$ cat config.mk
export PLATFORM = sky130hd
export DESIGN_NAME = buffer_pool_frame_manager_top_flat
export DESIGN_NICKNAME = d
export VERILOG_FILES = /design/src/sv/bpfm_pkg.sv /design/src/sv/bpfm_if.sv /design/src/sv/buffer_pool_frame_manager_top.sv /design/src/sv/bpfm_ctrl.sv /design/src/sv/bpfm_dp.sv /design/src/flat_wrapper.sv
export SDC_FILE = /design/constraint.sdc
export NUM_CORES = 2
export LEC_CHECK = 0
export BUFFER_PORTS_ARGS = -buffer_cell sky130_fd_sc_hd__buf_2
export CELL_PAD_IN_SITES_DETAIL_PLACEMENT = 0
export CELL_PAD_IN_SITES_GLOBAL_PLACEMENT = 2
export CORE_MARGIN = 3
export CORE_UTILIZATION = 40
export CTS_CLUSTER_SIZE = 25
export DETAILED_ROUTE_END_ITERATION = 7
export GPL_ROUTABILITY_DRIVEN = 0
export PLACE_DENSITY_LB_ADDON = 0.1
export SLEW_MARGIN = 10
export SYNTH_ARGS = -nofsm -noshare
export SYNTH_HDL_FRONTEND = slang
export SYNTH_HIERARCHICAL = 1
export SYNTH_SLANG_ARGS = --single-unit
$ cat constraint.sdc
create_clock -name i_clk -period 41 [get_ports i_clk]
set_clock_uncertainty 0.05 [all_clocks]
set_input_delay 8.2 -clock i_clk [delete_from_list [all_inputs] [get_ports i_clk]]
set_output_delay 8.2 -clock i_clk [all_outputs]
set_load 0.01 [all_outputs]
$ cat src/sv/bpfm_pkg.sv
// ============================================================================
// bpfm_pkg
// Shared types and constants for the buffer pool frame manager
// ============================================================================
package bpfm_pkg;

    localparam int FRAMES     = 16;
    localparam int PAGE_BITS  = 20;
    localparam int IDX_BITS   = (FRAMES > 1) ? $clog2(FRAMES) : 1;
    localparam int CNT_BITS   = $clog2(FRAMES + 1);
    localparam int CFG_BITS   = 5;
    localparam int CFG_IDX_W  = 1;

    localparam logic [CFG_IDX_W-1:0] CFG_MODE = 1'd0;
    localparam logic [CFG_IDX_W-1:0] CFG_POOL = 1'd1;

    typedef enum logic [2:0] {
        F_PIN   = 3'd0,
        F_UNPIN = 3'd1,
        F_DIRTY = 3'd2,
        F_FORCE = 3'd3,
        F_FLUSH = 3'd4
    } t_func;

    localparam logic [1:0] ST_OK     = 2'd0;
    localparam logic [1:0] ST_ABSENT = 2'd1;
    localparam logic [1:0] ST_FULL   = 2'd2;
    localparam logic [1:0] ST_PINNED = 2'd3;

    typedef enum logic [2:0] {
        S_IDLE,
        S_LOOK,
        S_EXEC,
        S_SCAN,
        S_TAIL
    } t_state;

    // controller to datapath
    typedef struct packed {
        logic latch;     // capture the request word
        logic exec;      // apply the request, load the result
        logic scan;      // one flush step
        logic tail;      // flush closing word
        logic send;      // result word goes out
    } t_cmd;

    // datapath to controller
    typedef struct packed {
        logic is_flush;
        logic scan_emit;   // current scan frame yields a word
        logic scan_done;   // current scan frame is the last one
        logic tail_need;   // closing word is needed
        logic out_free;    // output register can take a word
    } t_sts;

    typedef struct packed {
        logic [1:0]           status;
        logic [3:0]           frame_index;
        logic                 hit;
        logic                 read_valid;
        logic [PAGE_BITS-1:0] read_page;
        logic                 write_valid;
        logic [PAGE_BITS-1:0] write_page;
        logic                 last;
        logic [31:0]          read_total;
        logic [31:0]          write_total;
    } t_result;

    typedef struct packed {
        logic [2:0]           func;
        logic [PAGE_BITS-1:0] page_number;
    } t_request;

endpackage

$ cat src/sv/bpfm_if.sv
// ============================================================================
// bpfm_if
// Valid/ready channel carrying one payload word
// ============================================================================
interface bpfm_if #(parameter type T = logic);
    logic valid;
    logic ready;
    T     data;
    modport source (output valid, output data, input ready);
    modport sink   (input valid, input data, output ready);
endinterface

$ cat src/sv/buffer_pool_frame_manager_top.sv
// ============================================================================
// buffer_pool_frame_manager_top
// Page frame table with pin/unpin, dirty tracking and FIFO or LRU eviction
// ============================================================================
// Input words carry func and page_number; output words carry the result of
// each request (one word, or for flush all one per flushed frame plus a
// closing word when an active frame is pinned or none was flushed). Both
// channels are valid/ready. Configuration is a write port: index 0 selects
// replacement mode, index 1 the pool size. A request is taken in idle, the
// frame table is searched in the next cycle (lookup and victim search over
// the active frames in parallel), and the result is loaded into the output
// register in the execute state once it is free. Flush all walks the active
// frames one per cycle, pausing on a frame that yields a word while the
// output register is not free. The output register holds its word while
// the receiver stalls and the sequencer waits on it. Synchronous reset empties
// the table, clears counters and restores FIFO mode with sixteen frames.
// ============================================================================
module buffer_pool_frame_manager_top (
    input  logic        i_clk,
    input  logic        i_rst_n,
    bpfm_if.sink        in_ch,
    bpfm_if.source      out_ch,
    input  logic        i_cfg_we,
    input  logic [bpfm_pkg::CFG_IDX_W-1:0] i_cfg_index,
    input  logic [bpfm_pkg::CFG_BITS-1:0]  i_cfg_data
);

    bpfm_pkg::t_cmd w_cmd;
    bpfm_pkg::t_sts w_sts;

    // sequencer
    bpfm_ctrl u_ctrl (
        .i_clk      (i_clk),
        .i_rst_n    (i_rst_n),
        .i_in_valid (in_ch.valid),
        .o_in_ready (in_ch.ready),
        .i_sts      (w_sts),
        .o_cmd      (w_cmd)
    );

    // frame table and result path
    bpfm_dp u_dp (
        .i_clk       (i_clk),
        .i_rst_n     (i_rst_n),
        .i_cmd       (w_cmd),
        .o_sts       (w_sts),
        .i_req       (in_ch.data),
        .i_cfg_we    (i_cfg_we),
        .i_cfg_idx   (i_cfg_index),
        .i_cfg_data  (i_cfg_data),
        .o_res_valid (out_ch.valid),
        .i_res_ready (out_ch.ready),
        .o_res       (out_ch.data)
    );

endmodule

$ cat src/sv/bpfm_ctrl.sv
// ============================================================================
// bpfm_ctrl
// Request sequencer: lookup, execute, flush scan, result handoff
// ============================================================================
module bpfm_ctrl (
    input  logic              i_clk,
    input  logic              i_rst_n,
    input  logic              i_in_valid,
    output logic              o_in_ready,
    input  bpfm_pkg::t_sts    i_sts,
    output bpfm_pkg::t_cmd    o_cmd
);

    bpfm_pkg::t_state r_state, n_state;

    // state register
    always_ff @(posedge i_clk) begin
        if (!i_rst_n) begin
            r_state <= bpfm_pkg::S_IDLE;
        end else begin
            r_state <= n_state;
        end
    end

    // next state
    always_comb begin
        n_state = r_state;
        unique case (r_state)
            bpfm_pkg::S_IDLE: begin
                if (i_in_valid) n_state = bpfm_pkg::S_LOOK;
            end
            bpfm_pkg::S_LOOK: begin
                n_state = i_sts.is_flush ? bpfm_pkg::S_SCAN : bpfm_pkg::S_EXEC;
            end
            bpfm_pkg::S_EXEC: begin
                if (i_sts.out_free) n_state = bpfm_pkg::S_IDLE;
            end
            bpfm_pkg::S_SCAN: begin
                if (!i_sts.scan_emit || i_sts.out_free) begin
                    if (i_sts.scan_done) n_state = bpfm_pkg::S_TAIL;
                end
            end
            bpfm_pkg::S_TAIL: begin
                if (!i_sts.tail_need) n_state = bpfm_pkg::S_IDLE;
                else if (i_sts.out_free) n_state = bpfm_pkg::S_IDLE;
            end
            default: n_state = bpfm_pkg::S_IDLE;
        endcase
    end

    // outputs
    always_comb begin
        o_cmd      = '0;
        o_in_ready = 1'b0;
        unique case (r_state)
            bpfm_pkg::S_IDLE: begin
                o_in_ready   = 1'b1;
                o_cmd.latch  = i_in_valid;
            end
            bpfm_pkg::S_EXEC: begin
                o_cmd.exec = i_sts.out_free;
                o_cmd.send = i_sts.out_free;
            end
            bpfm_pkg::S_SCAN: begin
                o_cmd.scan = !i_sts.scan_emit || i_sts.out_free;
                o_cmd.send = i_sts.scan_emit && i_sts.out_free;
            end
            bpfm_pkg::S_TAIL: begin
                o_cmd.tail = i_sts.tail_need && i_sts.out_free;
                o_cmd.send = i_sts.tail_need && i_sts.out_free;
            end
            default: ;
        endcase
    end

    // a word is only sent when the output register has room
    a_send_free: assert property (@(posedge i_clk) disable iff (!i_rst_n)
        o_cmd.send |-> i_sts.out_free) else $error("send without room");
    // requests are taken only in idle
    a_latch_idle: assert property (@(posedge i_clk) disable iff (!i_rst_n)
        o_cmd.latch |-> r_state == bpfm_pkg::S_IDLE) else $error("latch outside idle");
    // a taken request goes to lookup
    a_look: assert property (@(posedge i_clk) disable iff (!i_rst_n)
        o_cmd.latch |=> r_state == bpfm_pkg::S_LOOK) else $error("no lookup");

endmodule

$ cat src/sv/bpfm_dp.sv
// ============================================================================
// bpfm_dp
// Frame table, lookup, victim choice, counters and output register
// ============================================================================
module bpfm_dp (
    input  logic                 i_clk,
    input  logic                 i_rst_n,
    input  bpfm_pkg::t_cmd       i_cmd,
    output bpfm_pkg::t_sts       o_sts,
    input  bpfm_pkg::t_request   i_req,
    input  logic                 i_cfg_we,
    input  logic [bpfm_pkg::CFG_IDX_W-1:0] i_cfg_idx,
    input  logic [bpfm_pkg::CFG_BITS-1:0]  i_cfg_data,
    output logic                 o_res_valid,
    input  logic                 i_res_ready,
    output bpfm_pkg::t_result    o_res
);

    localparam int N  = bpfm_pkg::FRAMES;
    localparam int IW = bpfm_pkg::IDX_BITS;
    localparam int PB = bpfm_pkg::PAGE_BITS;
    localparam int CW = bpfm_pkg::CNT_BITS;
    localparam int NP = 1 << IW;

    // frame table
    logic [PB-1:0] r_page  [N];
    logic [N-1:0]  r_valid, r_dirty;
    logic [7:0]    r_pin   [N];
    logic [31:0]   r_stamp [N];
    logic [31:0]   r_clock, r_reads, r_writes;
    logic [IW-1:0] r_fifo;
    logic          r_mode;
    logic [4:0]    r_pool;

    // request and lookup results
    logic [2:0]    r_func;
    logic [PB-1:0] r_pg;
    logic          r_found, r_vfound;
    logic [IW-1:0] r_fidx, r_vidx;
    logic [IW-1:0] r_scan;
    logic          r_pinned_any;
    logic [IW-1:0] r_pinned_idx;
    logic          r_wrote;

    logic              r_out_v;
    bpfm_pkg::t_result r_out, n_out;

    // active frame count, clamped
    logic [CW-1:0] w_n;
    always_comb begin
        if (r_pool == 5'd0) w_n = CW'(1);
        else if (32'(r_pool) > N) w_n = CW'(N);
        else w_n = CW'(r_pool);
    end

    // lookup and victim search over the active frames
    logic          w_found, w_vfound;
    logic [IW-1:0] w_fidx, w_vidx;
    logic [IW-1:0] w_fstart;
    always_comb begin
        logic          inv_f, lru_f, fifo_f;
        logic [IW-1:0] inv_i, lru_i, fifo_i;
        logic [CW:0]   p;
        logic [CW+IW-1:0] rem;
        logic          lv_f [2*NP];
        logic [IW-1:0] lv_i [2*NP];
        logic [31:0]   lv_s [2*NP];
        w_found = 1'b0; w_fidx = '0;
        inv_f = 1'b0; inv_i = '0;
        fifo_f = 1'b0; fifo_i = '0;
        // fifo start: pointer reduced by the active count, shift and subtract
        rem = (CW+IW)'(r_fifo);
        for (int k = IW - 1; k >= 0; k--) begin
            if (rem >= ((CW+IW)'(w_n) << k)) rem = rem - ((CW+IW)'(w_n) << k);
        end
        w_fstart = IW'(rem);
        for (int i = N - 1; i >= 0; i--) begin
            if (CW'(i) < w_n && r_valid[i] && r_page[i] == r_pg) begin
                w_found = 1'b1; w_fidx = IW'(i);
            end
            if (CW'(i) < w_n && r_pin[i] == 8'd0 && !r_valid[i]) begin
                inv_f = 1'b1; inv_i = IW'(i);
            end
        end
        // oldest unpinned stamp, compare tree, ties to the lower index
        for (int i = 0; i < NP; i++) begin
            lv_f[NP+i] = 1'b0; lv_i[NP+i] = IW'(i); lv_s[NP+i] = '0;
            if (i < N) begin
                lv_f[NP+i] = CW'(i) < w_n && r_pin[i] == 8'd0;
                lv_s[NP+i] = r_stamp[i];
            end
        end
        for (int j = NP - 1; j >= 1; j--) begin
            if (lv_f[2*j] && (!lv_f[2*j+1] || lv_s[2*j] <= lv_s[2*j+1])) begin
                lv_f[j] = 1'b1; lv_i[j] = lv_i[2*j]; lv_s[j] = lv_s[2*j];
            end else begin
                lv_f[j] = lv_f[2*j+1]; lv_i[j] = lv_i[2*j+1]; lv_s[j] = lv_s[2*j+1];
            end
        end
        lru_f = lv_f[1]; lru_i = lv_i[1];
        for (int k = N - 1; k >= 0; k--) begin
            p = (CW+1)'(w_fstart) + (CW+1)'(k);
            if (p >= (CW+1)'(w_n)) p = p - (CW+1)'(w_n);
            if (CW'(k) < w_n && r_pin[IW'(p)] == 8'd0) begin
                fifo_f = 1'b1; fifo_i = IW'(p);
            end
        end
        if (!r_mode) begin
            w_vfound = fifo_f; w_vidx = fifo_i;
        end else begin
            w_vfound = inv_f || lru_f; w_vidx = inv_f ? inv_i : lru_i;
        end
    end

    // lowest pinned active frame
    logic          w_pany;
    logic [IW-1:0] w_pidx;
    always_comb begin
        w_pany = 1'b0; w_pidx = '0;
        for (int i = N - 1; i >= 0; i--) begin
            if (CW'(i) < w_n && r_pin[i] != 8'd0) begin
                w_pany = 1'b1; w_pidx = IW'(i);
            end
        end
    end

    // a later active frame still to be flushed
    logic w_more;
    always_comb begin
        w_more = 1'b0;
        for (int i = 0; i < N; i++) begin
            if (IW'(i) > r_scan && CW'(i) < w_n && r_pin[i] == 8'd0 &&
                r_valid[i] && r_dirty[i]) w_more = 1'b1;
        end
    end

    // status to controller
    logic w_emit;
    assign w_emit = r_pin[r_scan] == 8'd0 && r_valid[r_scan] && r_dirty[r_scan];
    assign o_sts.is_flush  = r_func == bpfm_pkg::F_FLUSH;
    assign o_sts.scan_emit = w_emit;
    assign o_sts.scan_done = CW'(r_scan) + CW'(1) >= w_n;
    assign o_sts.tail_need = r_pinned_any || !r_wrote;
    assign o_sts.out_free  = !r_out_v || i_res_ready;

    logic [IW-1:0] w_next_fifo;
    assign w_next_fifo = (CW'(r_vidx) + CW'(1) >= w_n) ? '0 : r_vidx + IW'(1);

    // result word for the current command
    always_comb begin
        n_out = '0;
        n_out.read_total  = r_reads;
        n_out.write_total = r_writes;
        n_out.last        = 1'b1;
        if (i_cmd.scan) begin
            n_out.frame_index = 4'(r_scan);
            n_out.write_valid = 1'b1;
            n_out.write_page  = r_page[r_scan];
            n_out.write_total = r_writes + 32'd1;
            n_out.last        = !w_more && !r_pinned_any;
        end else if (i_cmd.tail) begin
            n_out.status      = r_pinned_any ? bpfm_pkg::ST_PINNED : bpfm_pkg::ST_OK;
            n_out.frame_index = r_pinned_any ? 4'(r_pinned_idx) : 4'd0;
        end else begin
            unique case (r_func)
                bpfm_pkg::F_PIN: begin
                    if (r_found) begin
                        n_out.frame_index = 4'(r_fidx);
                        n_out.hit         = 1'b1;
                    end else if (!r_vfound) begin
                        n_out.status = bpfm_pkg::ST_FULL;
                    end else begin
                        n_out.frame_index = 4'(r_vidx);
                        n_out.read_valid  = 1'b1;
                        n_out.read_page   = r_pg;
                        n_out.read_total  = r_reads + 32'd1;
                        if (r_valid[r_vidx] && r_dirty[r_vidx]) begin
                            n_out.write_valid = 1'b1;
                            n_out.write_page  = r_page[r_vidx];
                            n_out.write_total = r_writes + 32'd1;
                        end
                    end
                end
                bpfm_pkg::F_UNPIN, bpfm_pkg::F_DIRTY, bpfm_pkg::F_FORCE: begin
                    if (!r_found) begin
                        n_out.status = bpfm_pkg::ST_ABSENT;
                    end else begin
                        n_out.frame_index = 4'(r_fidx);
                        if (r_func == bpfm_pkg::F_FORCE) begin
                            n_out.write_valid = 1'b1;
                            n_out.write_page  = r_page[r_fidx];
                            n_out.write_total = r_writes + 32'd1;
                        end
                    end
                end
                default: ;
            endcase
        end
    end

    // control registers
    always_ff @(posedge i_clk) begin
        if (!i_rst_n) begin
            r_valid <= '0; r_dirty <= '0;
            r_clock <= '0; r_reads <= '0; r_writes <= '0; r_fifo <= '0;
            r_mode <= 1'b0; r_pool <= 5'd16; r_out_v <= 1'b0;
            for (int i = 0; i < N; i++) begin
                r_pin[i] <= '0; r_stamp[i] <= '0; r_page[i] <= '0;
            end
        end else begin
            if (i_cfg_we) begin
                if (i_cfg_idx == bpfm_pkg::CFG_MODE) r_mode <= i_cfg_data[0];
                else if (i_cfg_idx == bpfm_pkg::CFG_POOL) r_pool <= i_cfg_data;
            end
            if (i_cmd.send) r_out_v <= 1'b1;
            else if (i_res_ready) r_out_v <= 1'b0;
            if (i_cmd.send) begin
                r_reads  <= n_out.read_total;
                r_writes <= n_out.write_total;
            end
            // flush step
            if (i_cmd.scan && w_emit) r_dirty[r_scan] <= 1'b0;
            // request execution
            if (i_cmd.exec) begin
                unique case (r_func)
                    bpfm_pkg::F_PIN: begin
                        if (r_found) begin
                            if (r_pin[r_fidx] != 8'hff) r_pin[r_fidx] <= r_pin[r_fidx] + 8'd1;
                            r_clock <= r_clock + 32'd1;
                            r_stamp[r_fidx] <= r_clock + 32'd1;
                        end else if (r_vfound) begin
                            if (!r_mode) r_fifo <= w_next_fifo;
                            r_page[r_vidx]  <= r_pg;
                            r_valid[r_vidx] <= 1'b1;
                            r_dirty[r_vidx] <= 1'b0;
                            r_pin[r_vidx]   <= 8'd1;
                            r_clock <= r_clock + 32'd1;
                            r_stamp[r_vidx] <= r_clock + 32'd1;
                        end
                    end
                    bpfm_pkg::F_UNPIN: begin
                        if (r_found && r_pin[r_fidx] != 8'd0)
                            r_pin[r_fidx] <= r_pin[r_fidx] - 8'd1;
                    end
                    bpfm_pkg::F_DIRTY: if (r_found) r_dirty[r_fidx] <= 1'b1;
                    bpfm_pkg::F_FORCE: if (r_found) r_dirty[r_fidx] <= 1'b0;
                    default: ;
                endcase
            end
        end
    end

    // request and lookup capture
    always_ff @(posedge i_clk) begin
        if (i_cmd.latch) begin
            r_func <= i_req.func;
            r_pg   <= i_req.page_number;
        end
        if (!i_cmd.latch && !i_cmd.scan) begin
            r_found <= w_found; r_fidx <= w_fidx;
            r_vfound <= w_vfound; r_vidx <= w_vidx;
            r_pinned_any <= w_pany; r_pinned_idx <= w_pidx;
        end
        if (i_cmd.latch) begin
            r_scan <= '0; r_wrote <= 1'b0;
        end else if (i_cmd.scan) begin
            if (w_emit) r_wrote <= 1'b1;
            if (!o_sts.scan_done) r_scan <= r_scan + IW'(1);
        end
        if (i_cmd.send) r_out <= n_out;
    end

    assign o_res_valid = r_out_v;
    assign o_res       = r_out;

    // counters only move when a word is sent
    a_cnt: assert property (@(posedge i_clk) disable iff (!i_rst_n)
        !$past(i_cmd.send) |-> $stable(r_reads)) else $error("read count moved");
    // flush never clears a pinned frame
    a_flush_pin: assert property (@(posedge i_clk) disable iff (!i_rst_n)
        (i_cmd.scan && w_emit) |-> r_pin[r_scan] == 8'd0) else $error("pinned flush");
    // a held word stays while stalled
    a_hold: assert property (@(posedge i_clk) disable iff (!i_rst_n)
        (r_out_v && !i_res_ready) |=> $stable(r_out)) else $error("word lost");

endmodule

$ cat src/flat_wrapper.sv
// flat-port wrapper written by rule: the top's interface ports become plain ports
module buffer_pool_frame_manager_top_flat 
  (i_clk, i_rst_n, i_cfg_we, i_cfg_index, i_cfg_data, in_ch_valid, in_ch_data, in_ch_ready, out_ch_valid, out_ch_data, out_ch_ready);
  bpfm_if #(.T(bpfm_pkg::t_request)) in_ch_i ();
  bpfm_if #(.T(bpfm_pkg::t_result)) out_ch_i ();
  input  logic i_clk;
  input  logic i_rst_n;
  input  logic i_cfg_we;
  input  logic [bpfm_pkg::CFG_IDX_W-1:0] i_cfg_index;
  input  logic [bpfm_pkg::CFG_BITS-1:0] i_cfg_data;
  input wire logic [$bits(in_ch_i.valid)-1:0] in_ch_valid;
  input wire logic [$bits(in_ch_i.data)-1:0] in_ch_data;
  output wire logic [$bits(in_ch_i.ready)-1:0] in_ch_ready;
  output wire logic [$bits(out_ch_i.valid)-1:0] out_ch_valid;
  output wire logic [$bits(out_ch_i.data)-1:0] out_ch_data;
  input wire logic [$bits(out_ch_i.ready)-1:0] out_ch_ready;
  assign in_ch_i.valid = in_ch_valid;
  assign in_ch_i.data = in_ch_data;
  assign in_ch_ready = in_ch_i.ready;
  assign out_ch_valid = out_ch_i.valid;
  assign out_ch_data = out_ch_i.data;
  assign out_ch_i.ready = out_ch_ready;
  buffer_pool_frame_manager_top u_core (.i_clk(i_clk), .i_rst_n(i_rst_n), .in_ch(in_ch_i), .out_ch(out_ch_i), .i_cfg_we(i_cfg_we), .i_cfg_index(i_cfg_index), .i_cfg_data(i_cfg_data));
endmodule
## Word level (Yosys, flattened, before mapping)

Memory sizes are Yosys's and may differ from the RTL's. A register that Yosys moved wholly into a read port is not among the register bits.
Index checks and enable logic that the tools add are counted.

- RAM bits: 960
- Memories: 3
- Input port bits: 34
- Register bits after elaboration: 299
- Word-level logic and storage cells: 820

Memory list:

| memory | words | width | rd ports | clocked after memory_dff | wr ports | line | source |
|---|---|---|---|---|---|---|---|
| u_core.u_dp.r_stamp | 16 | 32 | 16 | 0 | 16 | bpfm_dp.sv:29 | `logic [31:0] r_stamp [N];` |
| u_core.u_dp.r_page | 16 | 20 | 19 | 2 | 16 | bpfm_dp.sv:26 | `logic [PB-1:0] r_page [N];` |
| u_core.u_dp.r_pin | 16 | 8 | 34 | 1 | 16 | bpfm_dp.sv:28 | `logic [7:0] r_pin [N];` |

- Multiplexer cells: 294
- Equal/unequal tests: 28
- Reductions and logical operators: 324
- Order comparisons: 76
- Bitwise gates (word level): 15
- Add/sub/neg operators: 44

Operator list:

| operator | number |
|---|---|
| 32-bit two-way mux | 24 |
| 32-bit <= comparator | 15 |
| 4-bit two-way mux | 90 |
| 20-bit == test | 16 |
| 8-bit zero test | 33 |
| 64-bit two-way mux | 3 |
| 1-bit logical AND | 187 |
| 8-bit nonzero test | 17 |
| 1-bit two-way mux | 120 |
| 16-bit two-way mux | 7 |
| 32-bit by 1-bit adder with 32-bit output (second input constant) | 3 |
| 5-bit greater-or-equal comparator | 17 |
| 21-bit two-way mux | 4 |
| 42-bit two-way mux | 2 |
| 4-bit subtractor | 17 |
| 32-bit case mux with 2 select lines | 1 |
| 32-bit OR reduction | 2 |
| 16-bit AND | 3 |
| 16-bit NOT | 3 |
| 16-bit case mux with 3 select lines | 1 |
| 21-bit case mux with 2 select lines | 1 |
| 4-bit by 4-bit adder with 5-bit output (second input constant) | 8 |
| 4-bit by 5-bit less-than comparator with 1-bit output (first input constant) | 8 |
| 20-bit two-way mux | 2 |
| 59 further kinds | 197 |

## Depth between registers and ports, before layout

An unclocked memory read counts as a cell.

- Depth after elaboration: 35
- Gate-level depth with buffers: 67
- Gate-level depth less buffers: 64

## Cells and area by module

Netlist, hierarchy kept.

Modules (own cells, without submodules):

| module | times used | area an instance (µm²) | cells an instance |
|---|---|---|---|
| bpfm_dp | 1 | 87,236.2 | 8,324 |
| bpfm_ctrl | 1 | 224.0 | 28 |

## Worst setup path before layout

No wires, ideal clock.

- Kind: input to register
- Start: input out_ch_ready
- End: register u_core.u_dp.r_writes[25]
- Data required time: 40,822 ps
- Slack: 25,822 ps
- Stages on the path: 8
- Data arrival time: 15,001 ps
- Cells stage by stage: nand2b_1 inv_1 nor2_1 inv_1 nor2_1 nand3_1 xor2_1 nor2_1

RTL lines:

| element | line | source |
|---|---|---|
| start: declaration | flat_wrapper.sv:16 | `input wire logic [$bits(out_ch_i.ready)-1:0] out_ch_ready;` |
| end signal: assignment | bpfm_dp.sv:219 | `r_writes <= n_out.write_total;` |
| end: declaration | bpfm_dp.sv:30 | `logic [31:0] r_clock, r_reads, r_writes;` |

==> impl_results.md <==
* Hold_buf cts at 0
* ANT nets after route at 0
* Worst hold path startpoint: u_core/u_dp/r_wrote$_SDFFE_PP0P_
* # port buffers at roughly 150
* Sequential fraction of the synthesis area at a little over two fifths
* Peak VDD IR at 0.0000614 V
* Worst path most repeated cell: ha_1
* Via count at 68267
* Switch Pwr at 2.34 mW
* Crit path max fanout at 19
* FF+latch area at between 30000 and 40000 sq um
* Resized cells post-CTS at 0
* Critical Path Start: u_core/u_dp/r_pool[2]$_SDFFE_PN0P_
* Compound-Gate Fraction of Synth Area at 10.7%
* CTS Buf Count at between 150 and 200
* Global-route wire length before repair at slightly below 500000 um
* Comb power frac at 47.5%
* Synth Instances at 8352
* WHS at 0.425 ns
* Worst Max-Slew Pin Slew at roughly 1.2 ns
* Dpl ws at 25.36 ns
* Sw Share at 42.7%
* Syn nets at between 8000 and 9000
* Crit path buf inv count at 3
* Die height at 474 um
* Critical path type: flop to flop
* Final worst-path cycle share at between 30% and 40%
* Clock root buffer: clkbuf_16
* GRT Util Overall at 29.3%
* Critical Path RT at 41.63 ns
* Fin crit period at roughly 16 ns
* Sinks on Clock Net at 1267
* Cell variety after synth at 109
* Clock Path Buffers at 3
* Drt total wl at between 300000 and 400000 um
* Area grow syn2layout at 10.7%
* FF-to-FF setup slack at between 20 and 30 ns
* Register share of total power at 28.1%
* Total grt overflow at 0
* Leading area contributor after synthesis: edfxtp_1
* Max-Cap Viols at 0
* Syn_area_per_cell at between 10 and 15 sq um
* Final hold vios at 0
* Clock power share at 24.5%
* Initial DRC count at 6575
* Drt pass-1 iters at 6
* Status: complete, no violations
* Largest net degree at the start of global routing at 121
* DIE AREA at 224000 sq um
* Yosys top cell area share at 38.2%
* Die W at 474 um
* CP Launch Type: flop
* Relative slew slack at 17.2%
* Clock latency on the worst-skew pair at just over 0.8 ns
* Critical Path Max Stage Delay at 0.92 ns
* Design Power at 5.48 mW
* Worst Hold Depth at 2
* Post-CTS Setup Bufs at 0
* RSZ-0062 raised after global routing: false
* Most common cell after layout, fill and taps aside: edfxtp_1
* Clock slew at reported path FFs at around 0.06 ns
* DR DRC count at 0
* Post-DP HPWL at 244000 um
* I/O Pins at 150
* Synthesis warning total at 6
* Mapped Area at 87500 sq um
* Adder-cell area share of the yosys netlist at roughly 8.4%
* Final core occ at 44.5%
* Cell Pwr Density at 56.6 nW/um^2
* Slowest CP cell: a32oi_1
* Share of layout cells above drive strength 1 at 14.0%
* Final WS setup at 25.07 ns
* Vias in the first global route at between 60000 and 70000
* Vias per inst at 6.02
* EDFF count, synth at 1112
* Worst setup EP type: flop
* R2R Path Start: u_core/u_dp/r_pool[2]$_SDFFE_PN0P_
* H-tree Lvls at 4
* WP data arrival at 16.56 ns
* Initial antenna violation count at 28
* Worst-case reg-to-reg path depth at 46
* Wire length per cell at around 29 um
* Worst path top cell family by delay: compound AO/OA/AOI/OAI gates
* Final #Nets at ~9000
* XOR/XNOR share of the synthesized area at 5.41%
* Max frequency at about 63 MHz
* Area of the multi-input gates at 47900 sq um
* Post-synth ARST share at 0%
* Fillers at 20529
* Finish-stage setup viols at 0
* Core footprint at 217000 sq um
* Mux cell area share after synthesis at 14.0%
* Critical path depth at 46
* #FFs+latches synth at 1267
* Most frequent cells in the layout: 1112 x edfxtp_1, 1099 x nor2_1, 575 x ha_1, 496 x nand2_1, 394 x inv_1
* Setup TNS at 0 ns
* Site Rows at 171
* Simple-Gate Fraction of Synth Area at 15.7%
* Initial Utilization at between 40% and 50%
* Top_reg_cell synth: edfxtp_1
* CTS tree: done
* Hold Crit Class: flop to flop
* Fin. max-slew vios at 0
* Leak at 38.3 nW
* Largest family of logic cells by synthesized area: simple AND/OR/NAND/NOR gates
* Synth top area cells: edfxtp_1 38%, mux4_2 9.5%, ha_1 8.2%, nor2_1 4.7%, dfxtp_1 3.5%
* P_int at 3.14 mW
==> cells by family after synthesis <==
family	count (synthesis)
adders and majority gates	583
DFF	1267
muxes	749
and+or+nand+nor	2857
buffers and inverters	931
xor gates and xnor gates	540
AOI/OAI and AO/OA	1425
==> cell type report <==
class / count / area share, %
inverter: 399 / 1.55
clock buffer: 219 / 4.37
clock inverter: 67 / 0.657
multi-input combinational: 6154 / 49.5
timing repair buffer: 365 / 2.49
antenna: 13 / 0.0336
tap: 2854 / 3.69
sequential: 1267 / 37.7
==> synthesized netlist by cell type, types with 14 or more instances <==
cell type / n
a211o_1: 19
a211oi_1: 40
a21o_1: 184
a21oi_1: 380
a31oi_1: 54
a32oi_1: 28
and2_1: 286
and3_1: 177
buf_1: 59
buf_2: 14
clkbuf_1: 453
dfxtp_1: 155
edfxtp_1: 1112
ha_1: 576
inv_1: 395
mux2_2: 108
mux2i_1: 273
mux4_2: 367
nand2_1: 497
nand2b_1: 104
nand3_1: 122
nand4_1: 188
nor2_1: 1103
nor2b_1: 91
nor3_1: 79
nor4_1: 99
o211ai_1: 39
o21a_1: 94
o21ai_0: 289
o22a_1: 18
o22ai_1: 22
o311ai_0: 15
o31ai_1: 38
or2_2: 25
or3_1: 24
xnor2_1: 243
xor2_1: 297
==> through the flow <==
stage / area [sq um] / std cells
CTS: 96800 / 11325
global placement: 91900 / 11039
detailed placement: 91900 / 11039
floorplan: 87500 / 8352
global route: 96800 / 11327
finish: 96800 / 11338
==> layer usage <==
metal / track usage, % / up-vias / part of all wire [%]
met3: 4.58 / 722 / 6.8
met4: 14.3 / 8 / 5.6
met5: 0 / - / 0.015
met1: 36.3 / 33955 / 39
li1: - / 30752 / -
met2: 49.6 / 2830 / 49
==> worst register-to-register path, delay by kind of cell, from the launching register on <==
kind            cells  cell delay [ns]
fa+ha+maj           6             1.82
buf+inv             3             0.23
flops               1             0.53
simple gates       17             5.00
mux                 5             2.35
compound gates     15             5.83
==> sequential cells by signal, summed over array words and instances (netlist names), 3 cells and up, named ones only <==
signal and cells:
u_core/u_dp/r_pg 20, u_core/u_dp/r_func 3, u_core/u_dp/r_pin 128, u_core/u_dp/r_fidx 4, u_core/u_dp/r_page 320, u_core/u_dp/r_dirty 16
u_core/u_dp/r_pool 5, u_core/u_dp/o_res 114, u_core/u_dp/r_writes 32, u_core/u_dp/r_vidx 4, u_core/u_dp/r_pinned_idx 4, u_core/u_dp/r_reads 32
u_core/u_dp/r_scan 4, u_core/u_dp/r_valid 16, u_core/u_dp/r_clock 32, u_core/u_ctrl/r_state 3, u_core/u_dp/r_fifo 4, u_core/u_dp/r_stamp 512
==> final timing paths <==
check	to
max	flop
min	u_core/u_dp/r_wrote$_SDFFE_PP0P_
max reg2reg	flop
min reg2reg	u_core/u_dp/r_wrote$_SDFFE_PP0P_
==> power groups by stage <==
stage          Sequential (mW)  Clock [mW]  Combinational (mW)
2_1_floorplan             1.51           0                1.72
3_3_place_gp              1.56           0                2.52
3_5_place_dp              1.56           0                2.52
4_1_cts                   1.53        1.37                2.54
5_1_grt                   1.54        1.42                2.76
6_report                  1.54        1.34                2.60
Power figures use the tool's default switching activity.
